## src/rtl/voxel_face_cull_mesher_unit_defines.svh

```systemverilog
// Assertion macros shared by the mesher RTL.
// Expects clk and arst_n in the scope of each use.
`ifndef VOXEL_FACE_CULL_MESHER_UNIT_DEFINES_SVH
`define VOXEL_FACE_CULL_MESHER_UNIT_DEFINES_SVH

// Same-cycle implication.
`define VFCM_ASSERT(label, ante, cons, msg) \
	label: assert property (@(posedge clk) disable iff (!arst_n) (ante) |-> (cons)) \
		else $error(msg);

// Next-cycle implication.
`define VFCM_ASSERT_NEXT(label, ante, cons, msg) \
	label: assert property (@(posedge clk) disable iff (!arst_n) (ante) |=> (cons)) \
		else $error(msg);

`endif

```

## src/rtl/vfcm_pkg.sv

```systemverilog
// Shared types and codes for the voxel face-culling mesher.
// No dependencies.
package vfcm_pkg;

	localparam int CHUNK_X_DEF = 16;
	localparam int CHUNK_Y_DEF = 32;
	localparam int CHUNK_Z_DEF = 16;

	localparam logic [1:0] MODE_WRITE   = 2'd0;
	localparam logic [1:0] MODE_RESTART = 2'd1;
	localparam logic [1:0] MODE_MESH    = 2'd2;

	localparam logic [2:0] KIND_AIR     = 3'd0;
	localparam logic [2:0] KIND_DIRT    = 3'd1;
	localparam logic [2:0] KIND_GRASS   = 3'd2;
	localparam logic [2:0] KIND_BEDROCK = 3'd3;
	localparam logic [2:0] KIND_LOG     = 3'd4;
	localparam logic [2:0] KIND_LEAVES  = 3'd5;

	localparam logic [2:0] FACE_PZ = 3'd0;
	localparam logic [2:0] FACE_NZ = 3'd1;
	localparam logic [2:0] FACE_PY = 3'd2;
	localparam logic [2:0] FACE_NY = 3'd3;
	localparam logic [2:0] FACE_PX = 3'd4;
	localparam logic [2:0] FACE_NX = 3'd5;

	// read selects: center cell, then the six neighbours in face order
	localparam logic [2:0] SEL_CENTER = 3'd0;
	localparam logic [2:0] SEL_PZ     = 3'd1;
	localparam logic [2:0] SEL_NZ     = 3'd2;
	localparam logic [2:0] SEL_PY     = 3'd3;
	localparam logic [2:0] SEL_NY     = 3'd4;
	localparam logic [2:0] SEL_PX     = 3'd5;
	localparam logic [2:0] SEL_NX     = 3'd6;

	typedef struct packed {
		logic [1:0] mode;
		logic [3:0] pos_x_in;
		logic [4:0] pos_y_in;
		logic [3:0] pos_z_in;
		logic [2:0] block_kind;
	} vfcm_req_t;

	typedef struct packed {
		logic        face_valid;
		logic [3:0]  cell_x;
		logic [4:0]  cell_y;
		logic [3:0]  cell_z;
		logic [2:0]  face_dir;
		logic [3:0]  atlas_col;
		logic [3:0]  atlas_row;
		logic [15:0] base_vertex;
		logic        last_of_cell;
		logic        mesh_done;
	} vfcm_rec_t;

	typedef struct packed {
		logic       clear_wr;
		logic       write_blk;
		logic       restart;
		logic       rd_issue;
		logic [2:0] rd_sel;
		logic       emit;
	} vfcm_cmd_t;

	typedef struct packed {
		logic clear_last;
		logic out_free;
		logic emit_last;
	} vfcm_sts_t;

endpackage

```

## src/rtl/vfcm_ctrl.sv

```systemverilog
// Controller state machine of the mesher: clearing pass, request decode,
// neighbour read sequence and record emission. Depends on vfcm_pkg.
module vfcm_ctrl
	import vfcm_pkg::*;
(
	input  logic       clk,
	input  logic       arst_n,
	input  logic       in_valid,
	input  logic [1:0] mode,
	output logic       in_ready,
	output vfcm_cmd_t  cmd,
	input  vfcm_sts_t  sts
);

	typedef enum logic [2:0] {
		ST_CLEAR,
		ST_IDLE,
		ST_GATHER,
		ST_WAIT,
		ST_EMIT
	} state_t;

	state_t     state_q;
	logic [2:0] step_q;
	logic       accept;

	assign in_ready = (state_q == ST_IDLE);
	assign accept   = in_valid && in_ready;

	always_comb begin
		cmd = '0;
		case (state_q)
			ST_CLEAR: begin
				cmd.clear_wr = 1'b1;
			end
			ST_IDLE: begin
				cmd.write_blk = accept && (mode == MODE_WRITE);
				cmd.restart   = accept && (mode == MODE_RESTART);
				cmd.rd_issue  = accept && (mode == MODE_MESH);
				cmd.rd_sel    = SEL_CENTER;
			end
			ST_GATHER: begin
				cmd.rd_issue = 1'b1;
				cmd.rd_sel   = step_q;
			end
			ST_EMIT: begin
				cmd.emit = sts.out_free;
			end
			default: begin
				cmd = '0;
			end
		endcase
	end

	always_ff @(posedge clk or negedge arst_n) begin
		if (!arst_n) begin
			state_q <= ST_CLEAR;
			step_q  <= SEL_CENTER;
		end else begin
			case (state_q)
				ST_CLEAR: begin
					if (sts.clear_last) begin
						state_q <= ST_IDLE;
					end
				end
				ST_IDLE: begin
					if (accept && (mode == MODE_MESH)) begin
						state_q <= ST_GATHER;
						step_q  <= SEL_PZ;
					end
				end
				ST_GATHER: begin
					if (step_q == SEL_NX) begin
						state_q <= ST_WAIT;
					end else begin
						step_q <= step_q + 3'd1;
					end
				end
				ST_WAIT: begin
					state_q <= ST_EMIT;
				end
				ST_EMIT: begin
					if (sts.out_free && sts.emit_last) begin
						state_q <= ST_IDLE;
					end
				end
				default: begin
					state_q <= ST_IDLE;
				end
			endcase
		end
	end

endmodule

```

## config.mk

```make
export PLATFORM = sky130hd
export DESIGN_NAME = vfcm_ctrl
export DESIGN_NICKNAME = d
export VERILOG_FILES = /design/src/rtl/voxel_face_cull_mesher_unit_defines.svh /design/src/rtl/vfcm_pkg.sv /design/src/rtl/vfcm_ctrl.sv
export SDC_FILE = /design/constraint.sdc
export NUM_CORES = 1
export LEC_CHECK = 0
export ABC_CLOCK_PERIOD_IN_PS = 3300
export BUFFER_PORTS_ARGS = -buffer_cell sky130_fd_sc_hd__clkbuf_2
export CORE_AREA = 2 2 39 41
export CTS_CLUSTER_DIAMETER = 120
export DETAILED_ROUTE_END_ITERATION = 8
export DIE_AREA = 0 0 41 43
export REMOVE_ABC_BUFFERS = 1
export SYNTH_ARGS = -nofsm -noshare
export SYNTH_HDL_FRONTEND = slang
export SYNTH_SLANG_ARGS = --single-unit
```

## constraint.sdc

```tcl
create_clock -name clk -period 3.3 [get_ports clk]
set_clock_uncertainty 0.05 [all_clocks]
set_input_delay 0.66 -clock clk [delete_from_list [all_inputs] [get_ports clk]]
set_output_delay 0.66 -clock clk [all_outputs]
set_load 0.1 [all_outputs]
```

==> flow_summary_export.csv <==
group,metric,value,unit
pwr,p_leak,0.281,nW
timing,max_slew_margin,0.640,
die,die_x,41,um
logic_synthesis,async_reset_ff_frac,1.00,
final_layout,fill_cells,154,
clock_tree,cts-resized-gates,0,
final_layout,postLayoutCellArea,528,um2
clock_tree,cts_max_level,1,
clock_tree,cts_buffer_depth,2,
worst_setup_path,crit_chain,"nor3b_2, and4bb_2, clkbuf_2",
route,drc,0,
die,fp.coreArea,0.00138,mm2
clock_tree,clk_pin_slew,0.05,ns
final_layout,layout.cells.non_filler,76,
route,dr.first_iter.drc_count,6,
worst_hold_path,holdCritPathClass,"input port to asynchronous set/reset pin",
final_layout,multiInputGateArea,251,um2
logic_synthesis,synth_top_cell_by_area,"dfrtp_1",
timing,period_share,0.757,
logic_synthesis,synth_top_area_share,0.357,
worst_setup_path,critPathLaunchType,"register",
final_layout,register_area,150,um2
route,topRoutingLayerUsed,"met3",
placed_design,postPlaceCellArea,505,um2
timing,post-route-min-period,2.50,ns
die,rows,14,
logic_synthesis,syn-instance-count,43,
final_layout,fin_nets,72,
worst_setup_path,critPathKind,"register to output port",
timing,maxSlewViolCount,0,
clock_tree,worstSkewPairLatency,0.24,ns
logic_synthesis,synth_edf_count,0,
grt,grt_usage,0.119,
worst_setup_path,critical_path_required,2.59,ns
route,dr.pass1.iters,4,
logic_synthesis,ys_types,25,
timing,rsz0062_at_grt,"false",
route,finalWirelength,849,um
final_layout,mostFrequentLayoutCells,"clkbuf_2, dfrtp_1, nand2_1",
worst_setup_path,cp_slowest_cell,"dfrtp_1",
grt,grt_pass1_wl,1.41,mm
die,die_h,43,um
final_layout,final_common_cell,"clkbuf_2",
die,initial_core_util,0.304,
route,postRouteAntennaNets,0,
clock_tree,cts_setup_buffers,0,
worst_setup_path,crit_buf_inv,1,
grt,grt.overflow.total,0,
final_layout,drive_gt1_frac,0.383,
logic_synthesis,synth_warnings,0,
logic_synthesis,synthTopCellsByArea,"dfrtp_1, ha_1, and2_1",
timing,tns,0,ns
timing,hold_violations,0,
logic_synthesis,synth.ff_latch_count,6,
logic_synthesis,syn-cell-area,420,um2
logic_synthesis,synth_area_per_cell,9.78,um2
route,viasPerCell,4.87,
timing,fin_hold_ws,0.190,ns
worst_setup_path,critPathTopFamily,"simple AND/OR/NAND/NOR gates",
route,avgRoutedWirePerCell,11.2,um
route,met3_length,60,um
pwr,power_density,949,mW/mm2
worst_setup_path,critPathMaxStageDelay,0.49,ns
logic_synthesis,synth-seq-area-share,0.357,
worst_setup_path,crit_fanout,9,
final_layout,diodes,0,
route,dr_wl_met2,364,um
worst_setup_path,crit_path_end_kind,"output port",
clock_tree,cts_root_buf,"clkbuf_4",
grt,grt_max_degree,11,
grt,grt_pass1_vias,337,
final_layout,area_delta_synth_final,25.6,%
status,outcome,"finished, final reports clean",
pwr,power,0.000501,W
placed_design,numPortBuffers,16,
route,drt-met1-wl,424,um
die,die_area,0.00176,mm2
logic_synthesis,yosys_most_used_dff,"dfrtp_1",
placed_design,gp_congestion,0.726,
clock_tree,cts_buffers,3,
timing,worst_pin_slew,0.542,ns
placed_design,place_hpwl,669,um
worst_setup_path,worstPathArrival,1.79,ns
clock_tree,tritoncts,"built",
run,maxCapViolations,0,
route,num_vias,370,
timing,setup_viol,0,
clock_tree,postCtsHoldBufs,0,
placed_design,placedCellCount,73,
pwr,vdd_drop_max,0.486,mV
clock_tree,cts_num_sinks,6,
grt,grt_antenna_before_repair,0,
timing,fmax,0.400,GHz
die,pin_count,17,
[synthesized netlist by cell type (2+ instances only)]
library cell  count
dfrtp_1           6
nand2_1           5
and2_1            3
nand2b_1          3
a21oi_1           2
and3_1            2
buf_4             2
ha_1              2
nor2_1            2
[cells by family after synthesis]
| logic type | share of synthesized area |
|---|---|
| and+or+nand+nor | 0.372 |
| AOI/OAI and AO/OA | 0.146 |
| DFF | 0.357 |
| buffers and inverters | 0.0446 |
| adders and majority gates | 0.0595 |
| xor gates and xnor gates | 0.0208 |
[where the power goes]
group          internal, W  switching, W
registers        0.0000983     0.0000423
logic            0.0000691      0.000222
clock network    0.0000413     0.0000283
total             0.000209      0.000293
[worst paths after layout]
path | startpoint | to | slack (ns) | cells after the start
worst max register to register | state_q[2] | step_q[2] | 1.89 | 3
worst max-delay path | state_q[2] | cmd[6] | 0.80 | 3
worst min-delay path | arst_n | state_q[2] | 0.19 | 1
worst min register to register | step_q[1] | step_q[1] | 0.49 | 1
min in group clk | step_q[1] | step_q[1] | 0.49 | 1
max in group asynchronous | arst_n | step_q[1] | 2.85 | 1
[sequential cells by signal, summed over array words and instances, names as in the netlist]
| register | cells |
|---|---|
| step_q | 3 |
| state_q | 3 |
[metrics by stage]
step / util / worst slack [ns]
after floorplan: - / -0.243
after global placement: 0.365 / 0.950
after detailed placement: 0.365 / 0.938
after CTS: 0.382 / 0.783
after global routing: 0.382 / 0.643
final: 0.382 / 0.802
[worst register-to-register path, delay by kind of cell (launching register included)]
kind / cells / cell delay [ns]
DFF: 1 / 0.49
AOI/OAI and AO/OA: 1 / 0.27
and+or+nand+nor: 2 / 0.49
[per-layer routing]
layer	track usage	up-vias
met3	0.0628	0
met5	0	-
li1	-	192
met1	0.168	165
met2	0.150	13
met4	0.0400	0
[area by class of cell]
cell class / count / area share
Tap cell: 16 / 0.0379
Clock buffer: 3 / 0.0427
Inverter: 1 / 0.00711
Timing Repair Buffer: 16 / 0.152
Sequential cell: 6 / 0.284
Multi-Input combinational cell: 34 / 0.476
No activity file was read; power rests on OpenSTA's default activity.
